[src/rtl/core/csc_pkg.sv]
`timescale 1ns / 1ps
// Color space converter package: fixed-point coefficients, space codes,
// pixel type and the saturating shift helper. No dependencies.
package csc_pkg;

    localparam int FRAC_BITS = 16;

    localparam int DCW    = FRAC_BITS + 1;       // decode coefficient width
    localparam int ECW    = FRAC_BITS;           // encode coefficient width
    localparam int PDW    = FRAC_BITS + 12;      // decode chroma product width
    localparam int DBW    = FRAC_BITS + 11;      // encode difference width
    localparam int EPW    = 2 * FRAC_BITS + 12;  // encode chroma product width
    localparam int PW     = 2 * FRAC_BITS + 13;  // encode chroma sum width
    localparam int SATW   = 2 * FRAC_BITS + 16;
    localparam int DIV_NW = 24;
    localparam int DIV_DW = 16;
    localparam int DIV_STG = 4;
    localparam int DEC_STG = 7;
    localparam int ENC_STG = 7;
    localparam int NSTG    = DEC_STG + ENC_STG;

    localparam logic [2:0] SP_RGB   = 3'd0;
    localparam logic [2:0] SP_HSL   = 3'd1;
    localparam logic [2:0] SP_HSV   = 3'd2;
    localparam logic [2:0] SP_Y601  = 3'd3;
    localparam logic [2:0] SP_Y709  = 3'd4;
    localparam logic [2:0] SP_YCOCG = 3'd5;
    localparam logic [2:0] SP_CMY   = 3'd6;

    localparam logic CFG_SRC = 1'b0;
    localparam logic CFG_TGT = 1'b1;

    localparam logic [DCW-1:0] D_RCR_601 =
        DCW'(((64'd1402 << FRAC_BITS) + 64'd500) / 64'd1000);
    localparam logic [DCW-1:0] D_GCB_601 =
        DCW'(((64'd202008 << FRAC_BITS) + 64'd293500) / 64'd587000);
    localparam logic [DCW-1:0] D_GCR_601 =
        DCW'(((64'd419198 << FRAC_BITS) + 64'd293500) / 64'd587000);
    localparam logic [DCW-1:0] D_BCB_601 =
        DCW'(((64'd1772 << FRAC_BITS) + 64'd500) / 64'd1000);
    localparam logic [DCW-1:0] D_RCR_709 =
        DCW'(((64'd15748 << FRAC_BITS) + 64'd5000) / 64'd10000);
    localparam logic [DCW-1:0] D_GCB_709 =
        DCW'(((64'd13397432 << FRAC_BITS) + 64'd35760000) / 64'd71520000);
    localparam logic [DCW-1:0] D_GCR_709 =
        DCW'(((64'd33480248 << FRAC_BITS) + 64'd35760000) / 64'd71520000);
    localparam logic [DCW-1:0] D_BCB_709 =
        DCW'(((64'd18556 << FRAC_BITS) + 64'd5000) / 64'd10000);

    localparam logic [ECW-1:0] KR_601 = ECW'(((64'd299 << FRAC_BITS) + 64'd500) / 64'd1000);
    localparam logic [ECW-1:0] KG_601 = ECW'(((64'd587 << FRAC_BITS) + 64'd500) / 64'd1000);
    localparam logic [ECW-1:0] KB_601 = ECW'(((64'd114 << FRAC_BITS) + 64'd500) / 64'd1000);
    localparam logic [ECW-1:0] KR_709 =
        ECW'(((64'd2126 << FRAC_BITS) + 64'd5000) / 64'd10000);
    localparam logic [ECW-1:0] KG_709 =
        ECW'(((64'd7152 << FRAC_BITS) + 64'd5000) / 64'd10000);
    localparam logic [ECW-1:0] KB_709 =
        ECW'(((64'd722 << FRAC_BITS) + 64'd5000) / 64'd10000);
    localparam logic [ECW-1:0] E_CB_601 =
        ECW'(((64'd1000 << FRAC_BITS) + 64'd886) / 64'd1772);
    localparam logic [ECW-1:0] E_CR_601 =
        ECW'(((64'd1000 << FRAC_BITS) + 64'd701) / 64'd1402);
    localparam logic [ECW-1:0] E_CB_709 =
        ECW'(((64'd10000 << FRAC_BITS) + 64'd9278) / 64'd18556);
    localparam logic [ECW-1:0] E_CR_709 =
        ECW'(((64'd10000 << FRAC_BITS) + 64'd7874) / 64'd15748);

    localparam logic signed [PW-1:0] HALF_2F = PW'(64'd255 << (2 * FRAC_BITS - 1));
    localparam logic [DIV_DW-1:0] DEN_65025 = 16'd65025;

    localparam logic [3:0] HSL_N [3] = '{4'd0, 4'd8, 4'd4};
    localparam logic [2:0] HSV_N [3] = '{3'd5, 3'd3, 3'd1};

    typedef struct packed {
        logic [7:0] c0;
        logic [7:0] c1;
        logic [7:0] c2;
    } t_pix;

    // clamp below zero, shift, saturate at 255
    function automatic logic [7:0] sat8(input logic signed [SATW-1:0] x,
                                       input logic [5:0] sh);
        logic signed [SATW-1:0] q;
        q = x >>> sh;
        if (x <= 0) begin
            return 8'd0;
        end else if (q > 255) begin
            return 8'd255;
        end
        return q[7:0];
    endfunction

endpackage

[src/rtl/core/csc_div.sv]
`timescale 1ns / 1ps
// Pipelined restoring divider, 8-bit quotient, two quotient bits per stage.
// Needs csc_pkg. Requires numerator < 256 * denominator.
module csc_div (
    input  logic                         i_clk,
    input  logic [csc_pkg::DIV_STG-1:0]  i_en,
    input  logic [csc_pkg::DIV_NW-1:0]   i_num,
    input  logic [csc_pkg::DIV_DW-1:0]   i_den,
    output logic [7:0]                   o_quo
);
    import csc_pkg::*;

    logic [DIV_NW-1:0] r_rem [DIV_STG];
    logic [DIV_DW-1:0] r_den [DIV_STG];
    logic [7:0]        r_quo [DIV_STG];

    for (genvar s = 0; s < DIV_STG; s++) begin : g_stg
        logic [DIV_NW-1:0] rem_in, rem_mid, n_rem, dv_hi, dv_lo;
        logic [DIV_DW-1:0] den_in;
        logic [7:0]        quo_in, n_quo;

        if (s == 0) begin : g_first
            assign rem_in = i_num;
            assign den_in = i_den;
            assign quo_in = 8'd0;
        end else begin : g_next
            assign rem_in = r_rem[s-1];
            assign den_in = r_den[s-1];
            assign quo_in = r_quo[s-1];
        end

        always_comb begin
            dv_hi   = DIV_NW'(den_in) << (7 - 2 * s);
            dv_lo   = DIV_NW'(den_in) << (6 - 2 * s);
            n_quo   = quo_in;
            rem_mid = rem_in;
            if (rem_in >= dv_hi) begin
                rem_mid          = rem_in - dv_hi;
                n_quo[7 - 2 * s] = 1'b1;
            end
            n_rem = rem_mid;
            if (rem_mid >= dv_lo) begin
                n_rem            = rem_mid - dv_lo;
                n_quo[6 - 2 * s] = 1'b1;
            end
        end

        always_ff @(posedge i_clk) begin
            if (i_en[s]) begin
                r_rem[s] <= n_rem;
                r_den[s] <= den_in;
                r_quo[s] <= n_quo;
            end
        end
    end

    assign o_quo = r_quo[DIV_STG-1];

endmodule

[src/rtl/core/csc_encode.sv]
`timescale 1ns / 1ps
// Encode pipeline: RGB to target space over seven register stages,
// the last one being the output register. Needs csc_pkg and csc_div.
module csc_encode (
    input  logic                          i_clk,
    input  logic [csc_pkg::ENC_STG-1:0]   i_en,
    input  logic [2:0]                    i_tgt,
    input  csc_pkg::t_pix                 i_rgb,
    output csc_pkg::t_pix                 o_res
);
    import csc_pkg::*;

    logic is_hsl, is_div, is_ycc, is_709;
    assign is_hsl = (i_tgt == SP_HSL);
    assign is_div = (i_tgt == SP_HSL) || (i_tgt == SP_HSV);
    assign is_ycc = (i_tgt == SP_Y601) || (i_tgt == SP_Y709);
    assign is_709 = (i_tgt == SP_Y709);

    // stage 0: extremes, hue numerator, luma products, simple spaces
    logic [7:0]          mx, mn, n_cr, r_cr, r_mx, r_r, r_b;
    logic [8:0]          sum, n_d, r_d;
    logic signed [11:0]  hn;
    logic [10:0]         n_hn, r_hn, six;
    logic [ECW+7:0]      n_kp [3];
    logic [ECW+7:0]      r_kp [3];
    t_pix                n_s1, r_s1;
    logic [9:0]          yo0;
    logic [8:0]          yo1;
    logic [10:0]         yo2;

    always_comb begin
        mx = (i_rgb.c0 > i_rgb.c1) ? i_rgb.c0 : i_rgb.c1;
        if (i_rgb.c2 > mx) begin
            mx = i_rgb.c2;
        end
        mn = (i_rgb.c0 < i_rgb.c1) ? i_rgb.c0 : i_rgb.c1;
        if (i_rgb.c2 < mn) begin
            mn = i_rgb.c2;
        end
        n_cr = mx - mn;
        sum  = 9'(mx) + 9'(mn);
        n_d  = (sum < 9'd255) ? sum : 9'd510 - sum;
        six  = 11'(n_cr) * 11'd6;
        if (mx == i_rgb.c0) begin
            hn = $signed(12'(i_rgb.c1)) - $signed(12'(i_rgb.c2));
        end else if (mx == i_rgb.c1) begin
            hn = $signed(12'({n_cr, 1'b0})) + $signed(12'(i_rgb.c2))
                 - $signed(12'(i_rgb.c0));
        end else begin
            hn = $signed(12'({n_cr, 2'b0})) + $signed(12'(i_rgb.c0))
                 - $signed(12'(i_rgb.c1));
        end
        if (hn < 0) begin
            hn = hn + $signed(12'(six));
        end
        n_hn = hn[10:0];

        n_kp[0] = (is_709 ? KR_709 : KR_601) * (ECW + 8)'(i_rgb.c0);
        n_kp[1] = (is_709 ? KG_709 : KG_601) * (ECW + 8)'(i_rgb.c1);
        n_kp[2] = (is_709 ? KB_709 : KB_601) * (ECW + 8)'(i_rgb.c2);

        yo0 = 10'(i_rgb.c0) + 10'({i_rgb.c1, 1'b0}) + 10'(i_rgb.c2);
        yo1 = 9'(i_rgb.c0) + 9'd255 - 9'(i_rgb.c2);
        yo2 = 11'({i_rgb.c1, 1'b0}) + 11'd510 - 11'(i_rgb.c0) - 11'(i_rgb.c2);
        case (i_tgt)
            SP_HSL:   n_s1 = '{c0: 8'd0, c1: 8'd0, c2: sum[8:1]};
            SP_HSV:   n_s1 = '{c0: 8'd0, c1: 8'd0, c2: mx};
            SP_YCOCG: n_s1 = '{c0: yo0[9:2], c1: yo1[8:1], c2: yo2[9:2]};
            SP_CMY:   n_s1 = ~i_rgb;
            default:  n_s1 = i_rgb;
        endcase
    end

    always_ff @(posedge i_clk) begin
        if (i_en[0]) begin
            r_cr <= n_cr;
            r_mx <= mx;
            r_d  <= n_d;
            r_hn <= n_hn;
            r_kp <= n_kp;
            r_s1 <= n_s1;
            r_r  <= i_rgb.c0;
            r_b  <= i_rgb.c2;
        end
    end

    // stage 1: divider operands, luma sum, chroma differences
    logic [DIV_NW-1:0]      n_hnum, r_hnum, n_snum, r_snum;
    logic [DIV_DW-1:0]      n_hden, r_hden, n_sden, r_sden;
    logic [ECW+9:0]         n_yfx, r_yfx;
    logic signed [DBW-1:0]  n_db, r_db, n_dr, r_dr;
    t_pix                   r_s2;

    always_comb begin
        if (r_cr == 8'd0) begin
            n_hnum = '0;
            n_hden = DIV_DW'(1);
        end else begin
            n_hnum = DIV_NW'(r_hn) * DIV_NW'(255);
            n_hden = DIV_DW'(r_cr) * DIV_DW'(6);
        end
        n_snum = DIV_NW'(r_cr) * DIV_NW'(255);
        n_sden = is_hsl ? DIV_DW'(r_d) : DIV_DW'(r_mx);
        if (n_sden == '0) begin
            n_snum = '0;
            n_sden = DIV_DW'(1);
        end
        n_yfx = (ECW + 10)'(r_kp[0]) + (ECW + 10)'(r_kp[1]) + (ECW + 10)'(r_kp[2]);
        n_db  = $signed(DBW'({r_b, {FRAC_BITS{1'b0}}})) - $signed(DBW'(n_yfx));
        n_dr  = $signed(DBW'({r_r, {FRAC_BITS{1'b0}}})) - $signed(DBW'(n_yfx));
    end

    always_ff @(posedge i_clk) begin
        if (i_en[1]) begin
            r_hnum <= n_hnum;
            r_hden <= n_hden;
            r_snum <= n_snum;
            r_sden <= n_sden;
            r_yfx  <= n_yfx;
            r_db   <= n_db;
            r_dr   <= n_dr;
            r_s2   <= r_s1;
        end
    end

    // stages 2..5: hue and saturation division
    logic [7:0] hq, sq;
    csc_div u_hdiv (
        .i_clk (i_clk),
        .i_en  (i_en[5:2]),
        .i_num (r_hnum),
        .i_den (r_hden),
        .o_quo (hq)
    );
    csc_div u_sdiv (
        .i_clk (i_clk),
        .i_en  (i_en[5:2]),
        .i_num (r_snum),
        .i_den (r_sden),
        .o_quo (sq)
    );

    // stage 2: chroma scale
    logic signed [EPW-1:0] pcb, pcr;
    logic signed [PW-1:0]  r_pcb, r_pcr;
    logic [7:0]            r_y;
    t_pix                  r_s3;

    always_comb begin
        pcb = r_db * $signed({1'b0, (is_709 ? E_CB_709 : E_CB_601)});
        pcr = r_dr * $signed({1'b0, (is_709 ? E_CR_709 : E_CR_601)});
    end

    always_ff @(posedge i_clk) begin
        if (i_en[2]) begin
            r_pcb <= PW'(pcb) + HALF_2F;
            r_pcr <= PW'(pcr) + HALF_2F;
            r_y   <= sat8(SATW'($signed({1'b0, r_yfx})), 6'(FRAC_BITS));
            r_s3  <= r_s2;
        end
    end

    // stage 3: chroma saturate, then hold alongside the dividers
    t_pix r_s4, r_s5, r_s6, r_out;
    always_ff @(posedge i_clk) begin
        if (i_en[3]) begin
            if (is_ycc) begin
                r_s4 <= '{c0: r_y,
                          c1: sat8(SATW'(r_pcb), 6'(2 * FRAC_BITS)),
                          c2: sat8(SATW'(r_pcr), 6'(2 * FRAC_BITS))};
            end else begin
                r_s4 <= r_s3;
            end
        end
        if (i_en[4]) begin
            r_s5 <= r_s4;
        end
        if (i_en[5]) begin
            r_s6 <= r_s5;
        end
        if (i_en[6]) begin
            r_out <= is_div ? '{c0: hq, c1: sq, c2: r_s6.c2} : r_s6;
        end
    end

    assign o_res = r_out;

endmodule

[config.mk]
export PLATFORM = sky130hd
export DESIGN_NAME = csc_encode
export DESIGN_NICKNAME = d
export VERILOG_FILES = /design/src/rtl/core/csc_pkg.sv /design/src/rtl/core/csc_div.sv /design/src/rtl/core/csc_encode.sv
export SDC_FILE = /design/constraint.sdc
export NUM_CORES = 2
export LEC_CHECK = 0
export BUFFER_PORTS_ARGS = -buffer_cell sky130_fd_sc_hd__buf_2
export CORE_ASPECT_RATIO = 1.4
export CORE_MARGIN = 4
export CORE_UTILIZATION = 65
export DETAILED_ROUTE_END_ITERATION = 10
export PLACE_DENSITY = 0.92
export SLEW_MARGIN = 0
export SYNTH_ARGS = -nofsm -noshare
export SYNTH_HDL_FRONTEND = slang
export SYNTH_SLANG_ARGS = --single-unit
[constraint.sdc]
create_clock -name i_clk -period 15.9 [get_ports i_clk]
set_clock_uncertainty 0.15 [all_clocks]
set_input_delay 1.59 -clock i_clk [delete_from_list [all_inputs] [get_ports i_clk]]
set_output_delay 1.59 -clock i_clk [all_outputs]
set_load 0.02 [all_outputs]
==> out/qor.yml <==
synth:
  yosysUniqueCellTypes: 108
  ys_warn_count: 0
  ys_seq_area_share_pct: 29.0
  synthArstFlopShare_pct: 0
  synth-seq-cells: 729
  synth.most_common_cell: "inv_1"
  synthCells: 7114
  synth_top_area_cell: "edfxtp_1"
  synth_edf_count: 729
  synth_area_sq_mm: 0.0755
  synthTopCellsByArea: "edfxtp_1, fa_1, ha_1"
  avgSynthCellArea_sq_um: 10.6
  yosys.area.top_type_share_pct: 29.0
  synth_commonest_cells: "inv_1, ha_1, fa_1, edfxtp_1, nor2_1"
  synth_top_flop_cell: "edfxtp_1"
clock_network:
  clock_latency_ns: 0.69
  post_cts_buffers: 0
  cts.sinks: 729
  root_buffer: "clkbuf_16"
  cts_resized: 0
  clockBufferDepth: 3
  cts_buffers: 72
  tritoncts: "built"
  clk_pin_slew_ns: 0.06
  postCtsHoldBufs: 0
  htree_num_levels: 3
sta:
  setup_violations: 0
  hold_viol: 0
  rsz0062_at_grt: "no"
  max_slew_margin_pct: 18.6
  post-route-period-util_pct: 65.1
  worstMarginPinSlew_ns: 1.22
  slew_viol_final: 0
  tns_ns: 0
  timing.fmax_mhz: 96.7
  period_needed_ns: 10.34
critical_path:
  path_common_cell: "a21oi_1"
  worstPathArrival_ns: 10.62
  r2r-start: "r_db[8]"
  cp-end-kind: "flip-flop"
  critPathKind: "input pin to flip-flop"
  r2r_end: "r_pcb[44]"
  r2r_cells: 21
  cp_data_required_time_ns: 16.17
  cpPeakStageDelay_ns: 0.68
  crit_slowest_cell: "nor3_2"
  rrSetupSlack_ns: 7.75
  endpoint: "r_hn[10]"
  crit_start: "i_rgb[16]"
  cp_max_fo: 14
  start_kind: "input pin"
floorplanning:
  core_area_sq_mm: 0.115
  die_h_um: 411
  fp.dieW_um: 296
  initial_core_util_pct: 65.7
  dieArea_sq_mm: 0.122
  row_count: 147
  ios: 59
route:
  wl_mm: 194
  routedWlPerCell_um: 22.1
  num_vias: 53760
  wl_met2_mm: 99.1
  vias_per_cell: 6.12
  first_pass_iters: 6
  met1_length_mm: 66.8
  ant_nets: 0
  route.detailed.drc: 0
  top_layer: "met5"
  drt_iter0_drc: 4164
  wl_met3_mm: 12.0
grt:
  grt_max_degree: 83
  grt_pass1_vias: 57844
  antenna_found_initial: 6
  track_usage_pct: 32.4
  grt-ovfl-total: 0
  grt_pass1_wl_mm: 306
finish:
  syn2layout_area_growth_pct: 6.19
  fillers: 7705
  nets: 9030
  layout-drive-gt1-share_pct: 5.39
placed_design:
  dp_hpwl_mm: 153
  gp_congestion: 1.01
  portBuffers: 58
flow_run:
  maxCapViolCount: 0
run_status:
  status: "completed"
worst_hold_path:
  hold_path_class: "flip-flop to flip-flop"
critical path: cells and delay by family:
family,cells,cell delay (ns)
AOI/OAI and AO/OA,14,2.62
xor gates and xnor gates,3,0.95
adders and majority gates,8,2.56
buffers and inverters,6,1.16
muxes,1,0.16
and+or+nand+nor,7,1.53
through the flow:
stage | hold WS, ns | instance area [sq um] | util, % | setup WS (ns) | instances
global placement | 0.251 | 77800 | 67.6 | 4.90 | 8649
finish | 0.254 | 80200 | 69.7 | 5.56 | 8781
global route | 0.260 | 80200 | 69.7 | 4.84 | 8779
detailed placement | 0.255 | 77800 | 67.6 | 4.89 | 8649
floorplan | 0.250 | 75700 | - | 6.19 | 7161
CTS | 0.251 | 80200 | 69.7 | 5.61 | 8779
layout by cell type, fill, tap and decap left out, types with 60 or more instances in the layout:
cell type,Yosys,routed
fa_1,841,841
o21ai_0,261,260
nand2b_1,64,64
xor2_1,132,132
a21oi_1,383,382
ha_1,921,921
nand3_1,69,69
nor2b_1,80,80
clkbuf_16,0,72
mux2_2,64,64
nand2_1,308,307
a21o_1,164,164
xnor2_1,291,291
o21bai_1,60,60
edfxtp_1,729,729
nor3_1,96,96
inv_1,1365,1365
nor2_1,413,413
flip-flops by register name (all words and copies together) (netlist names), 16 cells and up:
name	count
r_s6	24
r_db	26
u_sdiv.r_den	27
u_hdiv.r_den	33
r_s4	24
r_s5	24
u_sdiv.r_quo	20
r_s1	24
r_pcr	45
u_sdiv.r_rem	72
u_hdiv.r_quo	20
r_snum	16
o_res	24
r_s2	24
r_pcb	44
u_hdiv.r_rem	72
r_hnum	19
r_s3	24
r_kp	67
cells by family (layout without fill, tap and decap cells):
kind of cell,Yosys count,count (layout),share of synthesized area [%]
other cells,2,51,0.00995
compound gates,1223,1223,10.3
simple gates,1389,1389,9.19
flops,729,729,29.0
fa+ha+maj,1762,1762,37.6
buf+inv,1477,1605,7.41
xor+xnor,423,423,4.91
mux,109,109,1.58
cell type report:
type | count | area (sq um) | share of cell area [%]
multi-input combinational | 4955 | 48200 | 60.1
tap | 1490 | 1860 | 2.33
sequential | 729 | 21900 | 27.3
timing repair buffer | 103 | 651 | 0.812
clock buffer | 79 | 1830 | 2.28
clock inverter | 51 | 568 | 0.709
antenna | 2 | 5.00 | 0.00624
inverter | 1372 | 5150 | 6.42
layer usage:
| layer | track usage [%] | vias to the layer above |
|---|---|---|
| met3 | 4.71 | 798 |
| met4 | 22.4 | 2 |
| met2 | 57.8 | 2335 |
| met1 | 35.5 | 26454 |
| li1 | - | 24171 |
| met5 | 0 | - |
how the worst min path moves through the flow:
| stage | start | to | slack [ns] | cells after the start |
|---|---|---|---|---|
| after CTS | r_s1[8] | r_s2[8] | 0.25 | 0 |
| final | r_s1[8] | r_s2[8] | 0.25 | 0 |
| after detailed placement | r_s6[1] | o_res[1] | 0.25 | 0 |
| after floorplan | r_s6[0] | o_res[0] | 0.25 | 0 |
| after global routing | u_hdiv.r_quo[2][6] | u_hdiv.r_quo[3][6] | 0.26 | 0 |
| after global placement | r_s2[18] | r_s3[18] | 0.25 | 0 |
Power is left out: the tool's default activity adds up to more than one toggle a clock period on the data nets, which glitch-free logic cannot reach.
