[src/rtl/core/csc_pkg.sv]
`timescale 1ns / 1ps
// Color space converter package: fixed-point coefficients, space codes,
// pixel type and the saturating shift helper. No dependencies.
package csc_pkg;

    localparam int FRAC_BITS = 16;

    localparam int DCW    = FRAC_BITS + 1;       // decode coefficient width
    localparam int ECW    = FRAC_BITS;           // encode coefficient width
    localparam int PDW    = FRAC_BITS + 12;      // decode chroma product width
    localparam int DBW    = FRAC_BITS + 11;      // encode difference width
    localparam int EPW    = 2 * FRAC_BITS + 12;  // encode chroma product width
    localparam int PW     = 2 * FRAC_BITS + 13;  // encode chroma sum width
    localparam int SATW   = 2 * FRAC_BITS + 16;
    localparam int DIV_NW = 24;
    localparam int DIV_DW = 16;
    localparam int DIV_STG = 4;
    localparam int DEC_STG = 7;
    localparam int ENC_STG = 7;
    localparam int NSTG    = DEC_STG + ENC_STG;

    localparam logic [2:0] SP_RGB   = 3'd0;
    localparam logic [2:0] SP_HSL   = 3'd1;
    localparam logic [2:0] SP_HSV   = 3'd2;
    localparam logic [2:0] SP_Y601  = 3'd3;
    localparam logic [2:0] SP_Y709  = 3'd4;
    localparam logic [2:0] SP_YCOCG = 3'd5;
    localparam logic [2:0] SP_CMY   = 3'd6;

    localparam logic CFG_SRC = 1'b0;
    localparam logic CFG_TGT = 1'b1;

    localparam logic [DCW-1:0] D_RCR_601 =
        DCW'(((64'd1402 << FRAC_BITS) + 64'd500) / 64'd1000);
    localparam logic [DCW-1:0] D_GCB_601 =
        DCW'(((64'd202008 << FRAC_BITS) + 64'd293500) / 64'd587000);
    localparam logic [DCW-1:0] D_GCR_601 =
        DCW'(((64'd419198 << FRAC_BITS) + 64'd293500) / 64'd587000);
    localparam logic [DCW-1:0] D_BCB_601 =
        DCW'(((64'd1772 << FRAC_BITS) + 64'd500) / 64'd1000);
    localparam logic [DCW-1:0] D_RCR_709 =
        DCW'(((64'd15748 << FRAC_BITS) + 64'd5000) / 64'd10000);
    localparam logic [DCW-1:0] D_GCB_709 =
        DCW'(((64'd13397432 << FRAC_BITS) + 64'd35760000) / 64'd71520000);
    localparam logic [DCW-1:0] D_GCR_709 =
        DCW'(((64'd33480248 << FRAC_BITS) + 64'd35760000) / 64'd71520000);
    localparam logic [DCW-1:0] D_BCB_709 =
        DCW'(((64'd18556 << FRAC_BITS) + 64'd5000) / 64'd10000);

    localparam logic [ECW-1:0] KR_601 = ECW'(((64'd299 << FRAC_BITS) + 64'd500) / 64'd1000);
    localparam logic [ECW-1:0] KG_601 = ECW'(((64'd587 << FRAC_BITS) + 64'd500) / 64'd1000);
    localparam logic [ECW-1:0] KB_601 = ECW'(((64'd114 << FRAC_BITS) + 64'd500) / 64'd1000);
    localparam logic [ECW-1:0] KR_709 =
        ECW'(((64'd2126 << FRAC_BITS) + 64'd5000) / 64'd10000);
    localparam logic [ECW-1:0] KG_709 =
        ECW'(((64'd7152 << FRAC_BITS) + 64'd5000) / 64'd10000);
    localparam logic [ECW-1:0] KB_709 =
        ECW'(((64'd722 << FRAC_BITS) + 64'd5000) / 64'd10000);
    localparam logic [ECW-1:0] E_CB_601 =
        ECW'(((64'd1000 << FRAC_BITS) + 64'd886) / 64'd1772);
    localparam logic [ECW-1:0] E_CR_601 =
        ECW'(((64'd1000 << FRAC_BITS) + 64'd701) / 64'd1402);
    localparam logic [ECW-1:0] E_CB_709 =
        ECW'(((64'd10000 << FRAC_BITS) + 64'd9278) / 64'd18556);
    localparam logic [ECW-1:0] E_CR_709 =
        ECW'(((64'd10000 << FRAC_BITS) + 64'd7874) / 64'd15748);

    localparam logic signed [PW-1:0] HALF_2F = PW'(64'd255 << (2 * FRAC_BITS - 1));
    localparam logic [DIV_DW-1:0] DEN_65025 = 16'd65025;

    localparam logic [3:0] HSL_N [3] = '{4'd0, 4'd8, 4'd4};
    localparam logic [2:0] HSV_N [3] = '{3'd5, 3'd3, 3'd1};

    typedef struct packed {
        logic [7:0] c0;
        logic [7:0] c1;
        logic [7:0] c2;
    } t_pix;

    // clamp below zero, shift, saturate at 255
    function automatic logic [7:0] sat8(input logic signed [SATW-1:0] x,
                                       input logic [5:0] sh);
        logic signed [SATW-1:0] q;
        q = x >>> sh;
        if (x <= 0) begin
            return 8'd0;
        end else if (q > 255) begin
            return 8'd255;
        end
        return q[7:0];
    endfunction

endpackage

[src/rtl/core/csc_div.sv]
`timescale 1ns / 1ps
// Pipelined restoring divider, 8-bit quotient, two quotient bits per stage.
// Needs csc_pkg. Requires numerator < 256 * denominator.
module csc_div (
    input  logic                         i_clk,
    input  logic [csc_pkg::DIV_STG-1:0]  i_en,
    input  logic [csc_pkg::DIV_NW-1:0]   i_num,
    input  logic [csc_pkg::DIV_DW-1:0]   i_den,
    output logic [7:0]                   o_quo
);
    import csc_pkg::*;

    logic [DIV_NW-1:0] r_rem [DIV_STG];
    logic [DIV_DW-1:0] r_den [DIV_STG];
    logic [7:0]        r_quo [DIV_STG];

    for (genvar s = 0; s < DIV_STG; s++) begin : g_stg
        logic [DIV_NW-1:0] rem_in, rem_mid, n_rem, dv_hi, dv_lo;
        logic [DIV_DW-1:0] den_in;
        logic [7:0]        quo_in, n_quo;

        if (s == 0) begin : g_first
            assign rem_in = i_num;
            assign den_in = i_den;
            assign quo_in = 8'd0;
        end else begin : g_next
            assign rem_in = r_rem[s-1];
            assign den_in = r_den[s-1];
            assign quo_in = r_quo[s-1];
        end

        always_comb begin
            dv_hi   = DIV_NW'(den_in) << (7 - 2 * s);
            dv_lo   = DIV_NW'(den_in) << (6 - 2 * s);
            n_quo   = quo_in;
            rem_mid = rem_in;
            if (rem_in >= dv_hi) begin
                rem_mid          = rem_in - dv_hi;
                n_quo[7 - 2 * s] = 1'b1;
            end
            n_rem = rem_mid;
            if (rem_mid >= dv_lo) begin
                n_rem            = rem_mid - dv_lo;
                n_quo[6 - 2 * s] = 1'b1;
            end
        end

        always_ff @(posedge i_clk) begin
            if (i_en[s]) begin
                r_rem[s] <= n_rem;
                r_den[s] <= den_in;
                r_quo[s] <= n_quo;
            end
        end
    end

    assign o_quo = r_quo[DIV_STG-1];

endmodule

[src/rtl/core/csc_decode.sv]
`timescale 1ns / 1ps
// Decode pipeline: source space to RGB over seven register stages.
// Needs csc_pkg and csc_div.
module csc_decode (
    input  logic                          i_clk,
    input  logic [csc_pkg::DEC_STG-1:0]   i_en,
    input  logic [2:0]                    i_src,
    input  csc_pkg::t_pix                 i_pix,
    output csc_pkg::t_pix                 o_rgb
);
    import csc_pkg::*;

    logic is_hsl, is_div, is_ycc, is_709;
    assign is_hsl = (i_src == SP_HSL);
    assign is_div = (i_src == SP_HSL) || (i_src == SP_HSV);
    assign is_ycc = (i_src == SP_Y601) || (i_src == SP_Y709);
    assign is_709 = (i_src == SP_Y709);

    // stage 0: input beat
    t_pix r_p0;
    always_ff @(posedge i_clk) begin
        if (i_en[0]) begin
            r_p0 <= i_pix;
        end
    end

    // stage 1: hue ramps, saturation product, chroma products, simple spaces
    logic [15:0]            n_prod, r_prod;
    logic signed [9:0]      n_t [3];
    logic signed [9:0]      r_t [3];
    logic signed [PDW-1:0]  n_yp [4];
    logic signed [PDW-1:0]  r_yp [4];
    t_pix                   n_simp, r_simp;
    logic [7:0]             r_y, r_base;

    logic [DCW-1:0]         k_rcr, k_gcb, k_gcr, k_bcb;
    logic signed [9:0]      cbv, crv;
    logic [6:0]             m_l;
    logic [12:0]            kk;
    logic [11:0]            kv;
    logic signed [13:0]     t1, t2, tm, tv;
    logic signed [10:0]     sr, sg2, sb;

    always_comb begin
        k_rcr = is_709 ? D_RCR_709 : D_RCR_601;
        k_gcb = is_709 ? D_GCB_709 : D_GCB_601;
        k_gcr = is_709 ? D_GCR_709 : D_GCR_601;
        k_bcb = is_709 ? D_BCB_709 : D_BCB_601;
        cbv = $signed(10'({r_p0.c1, 1'b0})) - 10'sd255;
        crv = $signed(10'({r_p0.c2, 1'b0})) - 10'sd255;
        n_yp[0] = $signed({1'b0, k_rcr}) * crv;
        n_yp[1] = $signed({1'b0, k_gcb}) * cbv;
        n_yp[2] = $signed({1'b0, k_gcr}) * crv;
        n_yp[3] = $signed({1'b0, k_bcb}) * cbv;

        m_l    = r_p0.c2[7] ? 7'(8'd255 - r_p0.c2) : r_p0.c2[6:0];
        n_prod = 16'(r_p0.c1) * (is_hsl ? 16'(m_l) : 16'(r_p0.c2));

        for (int j = 0; j < 3; j++) begin
            kk = 13'(HSL_N[j]) * 13'd255 + 13'(r_p0.c0) * 13'd12;
            if (kk >= 13'd3060) begin
                kk = kk - 13'd3060;
            end
            t1 = $signed(14'(kk)) - 14'sd765;
            t2 = 14'sd2295 - $signed(14'(kk));
            tm = (t1 < t2) ? t1 : t2;
            if (tm > 14'sd255) begin
                tm = 14'sd255;
            end else if (tm < -14'sd255) begin
                tm = -14'sd255;
            end
            kv = 12'(HSV_N[j]) * 12'd255 + 12'(r_p0.c0) * 12'd6;
            if (kv >= 12'd1530) begin
                kv = kv - 12'd1530;
            end
            tv = $signed(14'(kv));
            if (14'sd1020 - tv < tv) begin
                tv = 14'sd1020 - tv;
            end
            if (tv > 14'sd255) begin
                tv = 14'sd255;
            end else if (tv < 14'sd0) begin
                tv = 14'sd0;
            end
            n_t[j] = is_hsl ? tm[9:0] : tv[9:0];
        end

        sr  = $signed(11'(r_p0.c0)) + $signed(11'(r_p0.c1)) - $signed(11'(r_p0.c2));
        sg2 = $signed(11'({r_p0.c0, 1'b0})) + $signed(11'({r_p0.c2, 1'b0})) - 11'sd255;
        sb  = $signed(11'(r_p0.c0)) - $signed(11'(r_p0.c1)) - $signed(11'(r_p0.c2))
              + 11'sd255;
        case (i_src)
            SP_YCOCG: begin
                n_simp.c0 = sat8(SATW'(sr), 6'd0);
                n_simp.c1 = sat8(SATW'(sg2), 6'd1);
                n_simp.c2 = sat8(SATW'(sb), 6'd0);
            end
            SP_CMY:  n_simp = ~r_p0;
            default: n_simp = r_p0;
        endcase
    end

    always_ff @(posedge i_clk) begin
        if (i_en[1]) begin
            r_prod <= n_prod;
            r_t    <= n_t;
            r_yp   <= n_yp;
            r_simp <= n_simp;
            r_y    <= r_p0.c0;
            r_base <= r_p0.c2;
        end
    end

    // stage 2: dividends over 65025, luma/chroma sums
    logic [DIV_NW-1:0]      n_num [3];
    logic [DIV_NW-1:0]      r_num [3];
    t_pix                   n_side, r_side;
    logic signed [27:0]     bm, dn;
    logic signed [26:0]     pp;
    logic signed [PDW-1:0]  y2, yr, yg, yb;

    always_comb begin
        bm = $signed(28'(r_base) * 28'd65025);
        for (int j = 0; j < 3; j++) begin
            pp = $signed({1'b0, r_prod}) * r_t[j];
            dn = bm - 28'(pp);
            n_num[j] = (dn <= 0) ? '0 : dn[DIV_NW-1:0];
        end
        y2 = $signed(PDW'({r_y, {(FRAC_BITS + 1){1'b0}}}));
        yr = y2 + r_yp[0];
        yg = y2 - r_yp[1] - r_yp[2];
        yb = y2 + r_yp[3];
        if (is_ycc) begin
            n_side.c0 = sat8(SATW'(yr), 6'(FRAC_BITS + 1));
            n_side.c1 = sat8(SATW'(yg), 6'(FRAC_BITS + 1));
            n_side.c2 = sat8(SATW'(yb), 6'(FRAC_BITS + 1));
        end else begin
            n_side = r_simp;
        end
    end

    always_ff @(posedge i_clk) begin
        if (i_en[2]) begin
            r_num  <= n_num;
            r_side <= n_side;
        end
    end

    // stages 3..6: divide by 65025, side result rides along
    logic [7:0] quo [3];
    for (genvar j = 0; j < 3; j++) begin : g_div
        csc_div u_div (
            .i_clk (i_clk),
            .i_en  (i_en[DEC_STG-1:3]),
            .i_num (r_num[j]),
            .i_den (DEN_65025),
            .o_quo (quo[j])
        );
    end

    t_pix r_sd [DIV_STG];
    always_ff @(posedge i_clk) begin
        for (int k = 0; k < DIV_STG; k++) begin
            if (i_en[3 + k]) begin
                r_sd[k] <= (k == 0) ? r_side : r_sd[(k == 0) ? 0 : k - 1];
            end
        end
    end

    always_comb begin
        if (is_div) begin
            o_rgb = '{c0: quo[0], c1: quo[1], c2: quo[2]};
        end else begin
            o_rgb = r_sd[DIV_STG-1];
        end
    end

endmodule

[config.mk]
export PLATFORM = sky130hd
export DESIGN_NAME = csc_decode
export DESIGN_NICKNAME = d
export VERILOG_FILES = /design/src/rtl/core/csc_pkg.sv /design/src/rtl/core/csc_div.sv /design/src/rtl/core/csc_decode.sv
export SDC_FILE = /design/constraint.sdc
export NUM_CORES = 2
export LEC_CHECK = 0
export BUFFER_PORTS_ARGS = -buffer_cell sky130_fd_sc_hd__clkbuf_2
export CAP_MARGIN = 20
export CORE_MARGIN = 3
export CORE_UTILIZATION = 25
export DETAILED_ROUTE_END_ITERATION = 16
export SYNTH_ARGS = -nofsm -noshare
export SYNTH_HDL_FRONTEND = slang
export SYNTH_HIERARCHICAL = 1
export SYNTH_SLANG_ARGS = --single-unit
[constraint.sdc]
create_clock -name i_clk -period 9.12 [get_ports i_clk]
set_clock_uncertainty 0.2 [all_clocks]
set_input_delay 1.824 -clock i_clk [delete_from_list [all_inputs] [get_ports i_clk]]
set_output_delay 1.824 -clock i_clk [all_outputs]
set_load 0.01 [all_outputs]
==> flow_summary_export.csv <==
group,metric,value,unit
floorplanning,design.die.area,388000,um2
place,gpl.final_weighted_congestion,0.913,
detailed_routing,drt_first_pass_iters,6,
synth,synth_adder_area_share,32.3,%
worst_setup_path,timing.critical_path.arrival,8.92,ns
sta,rsz_0062_raised_after_global_routing,"false",
global_routing,grt_first_pass_wirelength,375000,um
hold_path,worst_hold_path_type,"reg2reg",
global_routing,grt.overflow.total,0,
floorplanning,initial_core_util,25.2,%
place,dp_hpwl,189000,um
worst_setup_path,reg2reg_start,"r_base[5]",
clock_tree,post-cts-setup-buffers,0,
worst_setup_path,cp_slowest_cell,"fa_2",
floorplanning,core.rowCount,225,
synth,synth-seq-cells,829,
worst_setup_path,slowest_delay,0.66,ns
finish,most-common-layout-cells,"1485 x inv_1, 1210 x ha_1, 829 x edfxtp_1",
worst_setup_path,timing.rr.end,"r_num[30]",
place,port-buffer-count,58,
detailed_routing,wire_per_inst,15.5,um
global_routing,vias_in_the_first_global_route,69000,
clock_tree,cts-buffers-inserted,102,
finish,design.final.nets,12000,
worst_setup_path,criticalPathCategory,"reg2reg",
floorplanning,num_io_pins,59,
synth,synth.yosys.warnings,6,
synth,syn_area,95000,um2
synth,synth-main-ff-cell,"edfxtp_1",
clock_tree,tritoncts,"done",
worst_setup_path,worstSetupEndpointType,"register",
hold_path,worst_hold_path.endpoint,"g_div[0].u_div/r_quo[3][7]",
floorplanning,chipHeight,623,um
sta,final.setup.tns,0,ns
synth,synth_cells,9789,
sta,period_needed,8.58,ns
worst_setup_path,worst_r2r_path_depth,31,
finish,drive_above_1_share,7.41,%
sta,worst_slew_pin_slew,1.08,ns
worst_setup_path,critical_path.n_buffers_inverters,8,
finish,syn_to_final_growth,11.3,%
clock_tree,clkSinkCount,829,
synth,yosysTopAreaCell,"edfxtp_1",
synth,synth.distinct_cells,124,
sta,timing.final.crit_share,94.1,%
global_routing,grtUsageTotal,11.9,%
synth,netlist.area_leader.share,26.2,%
clock_tree,path_clk_slew,0.06,ns
worst_setup_path,cp-start-kind,"register",
place,place_inst,14900,
synth,seq_area_frac_synth,26.2,%
worst_setup_path,setup.reg_to_reg.worst_slack,0.54,ns
detailed_routing,drt_drc_violations_left,0,
detailed_routing,via_density_per_instance,4.55,
sta,slew_viol_final,0,
hold_path,hold_start,"g_div[0].u_div/r_quo[2][7]",
finish,n_fill_cell,39500,
worst_setup_path,critical_path_required,9.45,ns
floorplanning,die_width,623,um
hold_path,hold_depth,0,
detailed_routing,ant_nets,0,
detailed_routing,initialDrtViolationCount,3767,
finish,leading_cell_type_in_the_layout_fill_and_taps_excluded,"inv_1",
synth,synth-xor-area-share,5.64,%
clock_tree,root_buffer,"clkbuf_16",
clock_tree,cts-resized-gates,0,
worst_setup_path,crit_path_frequent_cell,"inv_1",
synth,synth_top_family_by_area,"adder cells",
clock_tree,cts-hold-fix-buffers,0,
clock_tree,max-clock-path-buffers,4,
synth,synth_edf_count,829,
synth,share_of_flip_flops_with_an_asynchronous_set_or_reset_after_synthesis,0,%
run,maxCapViolations,0,
global_routing,grt_antenna_before_repair,16,
worst_setup_path,critPathMaxFanout,21,
floorplanning,placeableCoreArea,377000,um2
synth,ys_top_cells_by_area,"edfxtp_1 26%, fa_1 16%, ha_1 16%",
synth,post_synth_mux_area_share,2.90,%
synth,synth-compound-area-share,12.9,%
sta,max_clock_freq,0.116,GHz
sta,total_setup_violations_reported_at_the_end_of_the_flow,0,
worst_setup_path,path_delay_family,"adder cells",
clock_tree,cts.htree.levels,3,
synth,simple_gate_area_share_of_the_yosys_netlist,13.1,%
finish,post-route-util,28.1,%
run_status,outcome,"complete, no violations",
global_routing,pin_count_of_the_biggest_net_entering_global_routing,141,
detailed_routing,via_count,68600,
sta,hold_viol_final,0,
sta,slew_headroom,27.7,%
synth,avgSynthCellArea,9.71,um2
finish,layoutNonFillerInstCount,15100,
clock_tree,worst_skew_pair.late_latency,0.80,ns
detailed_routing,finalWirelength,234000,um
==> metal layers <==
layer,routed length [um],track usage [%],vias up
li1,-,-,33900
met1,108000,15.9,33200
met2,109000,20.0,1231
met3,10200,1.55,337
met4,6370,3.33,8
met5,48,0,-
==> Yosys cell counts, types with 14 or more instances <==
cell	count
o21bai_1	103
a31oi_1	60
nand3b_1	23
a211o_1	18
xor2_1	170
a31o_2	26
o21ai_1	23
ha_1	1210
a21oi_2	17
nand2b_1	104
nor2b_1	137
o211ai_1	36
a2111oi_0	21
nor2_1	618
and2_1	258
nand2_1	754
o221ai_1	29
inv_1	1485
o31a_1	14
mux2_2	150
nor3_1	141
nand3_1	132
a21o_1	181
o31ai_1	30
or3_1	55
buf_2	18
a21oi_1	535
o22a_1	16
fa_1	779
nand4_1	74
edfxtp_1	829
clkbuf_1	177
mux2i_1	54
a21boi_0	30
o21a_1	89
or2_2	52
and3_1	46
a211oi_1	59
or4_1	18
xnor2_1	439
o21ai_0	380
mux2_4	32
nor4_1	53
==> registers in the layout (all words and copies together) (netlist names) <==
register and flops:
r_yp 107, r_prod 16, r_side 24, r_sd 96
g_div.u_div/r_den 144, g_div.u_div/r_quo 60, r_num 72, r_simp 24
g_div.u_div/r_rem 216, r_base 8, r_p0 24, r_t 30
r_y 8
==> worst reg2reg max path, delay by kind of cell (launching register included) <==
family                   cells  cell delay [ns]
adder cells (fa/ha/maj)     10             4.63
AO/OA/AOI/OAI                7             1.28
AND/OR/NAND/NOR              5             0.86
buffers and inverters        8             0.77
flip-flops                   1             0.43
XOR/XNOR                     1             0.19
==> through the flow <==
step	instance area, um2	setup slack, ns	hold WS [ns]
after global placement	102000	0.256	0.202
after global routing	106000	0.0654	0.215
after CTS	106000	0.128	0.201
after detailed placement	102000	0.170	0.205
final	106000	0.536	0.201
after floorplan	95500	0.372	0.200
==> kinds of logic (layout without fill, tap and decap cells) <==
kind of cell	count (synthesis)	count (layout)
other	2	136
adders and majority gates	1989	1989
xor gates and xnor gates	610	610
and+or+nand+nor	2541	2541
AOI/OAI and AO/OA	1859	1859
buffers and inverters	1721	1895
muxes	238	238
DFF	829	829
==> final cells by class <==
type	instances	area, um2	area share, %
Clock inverter	66	729	0.690
Tap cell	4994	6250	5.91
Timing Repair Buffer	218	1570	1.48
Sequential cell	829	24900	23.5
Inverter	1495	5620	5.32
Antenna cell	3	7.51	0.00710
Clock buffer	116	2630	2.48
Multi-Input combinational cell	7370	64100	60.6
==> worst max-delay path by stage <==
stage | start | endpoint | slack (ns) | cells after the start
floorplan | i_src[2] | r_yp[110] | 0.37 | 24
global placement | r_base[5] | r_num[26] | 0.26 | 30
detailed placement | r_base[5] | r_num[43] | 0.17 | 30
CTS | r_base[5] | r_num[43] | 0.13 | 30
global route | r_base[5] | r_num[30] | 0.07 | 31
finish | r_base[5] | r_num[30] | 0.54 | 31
Power is left out: the tool's default activity adds up to more than one toggle a clock period on the data nets, which glitch-free logic cannot reach.
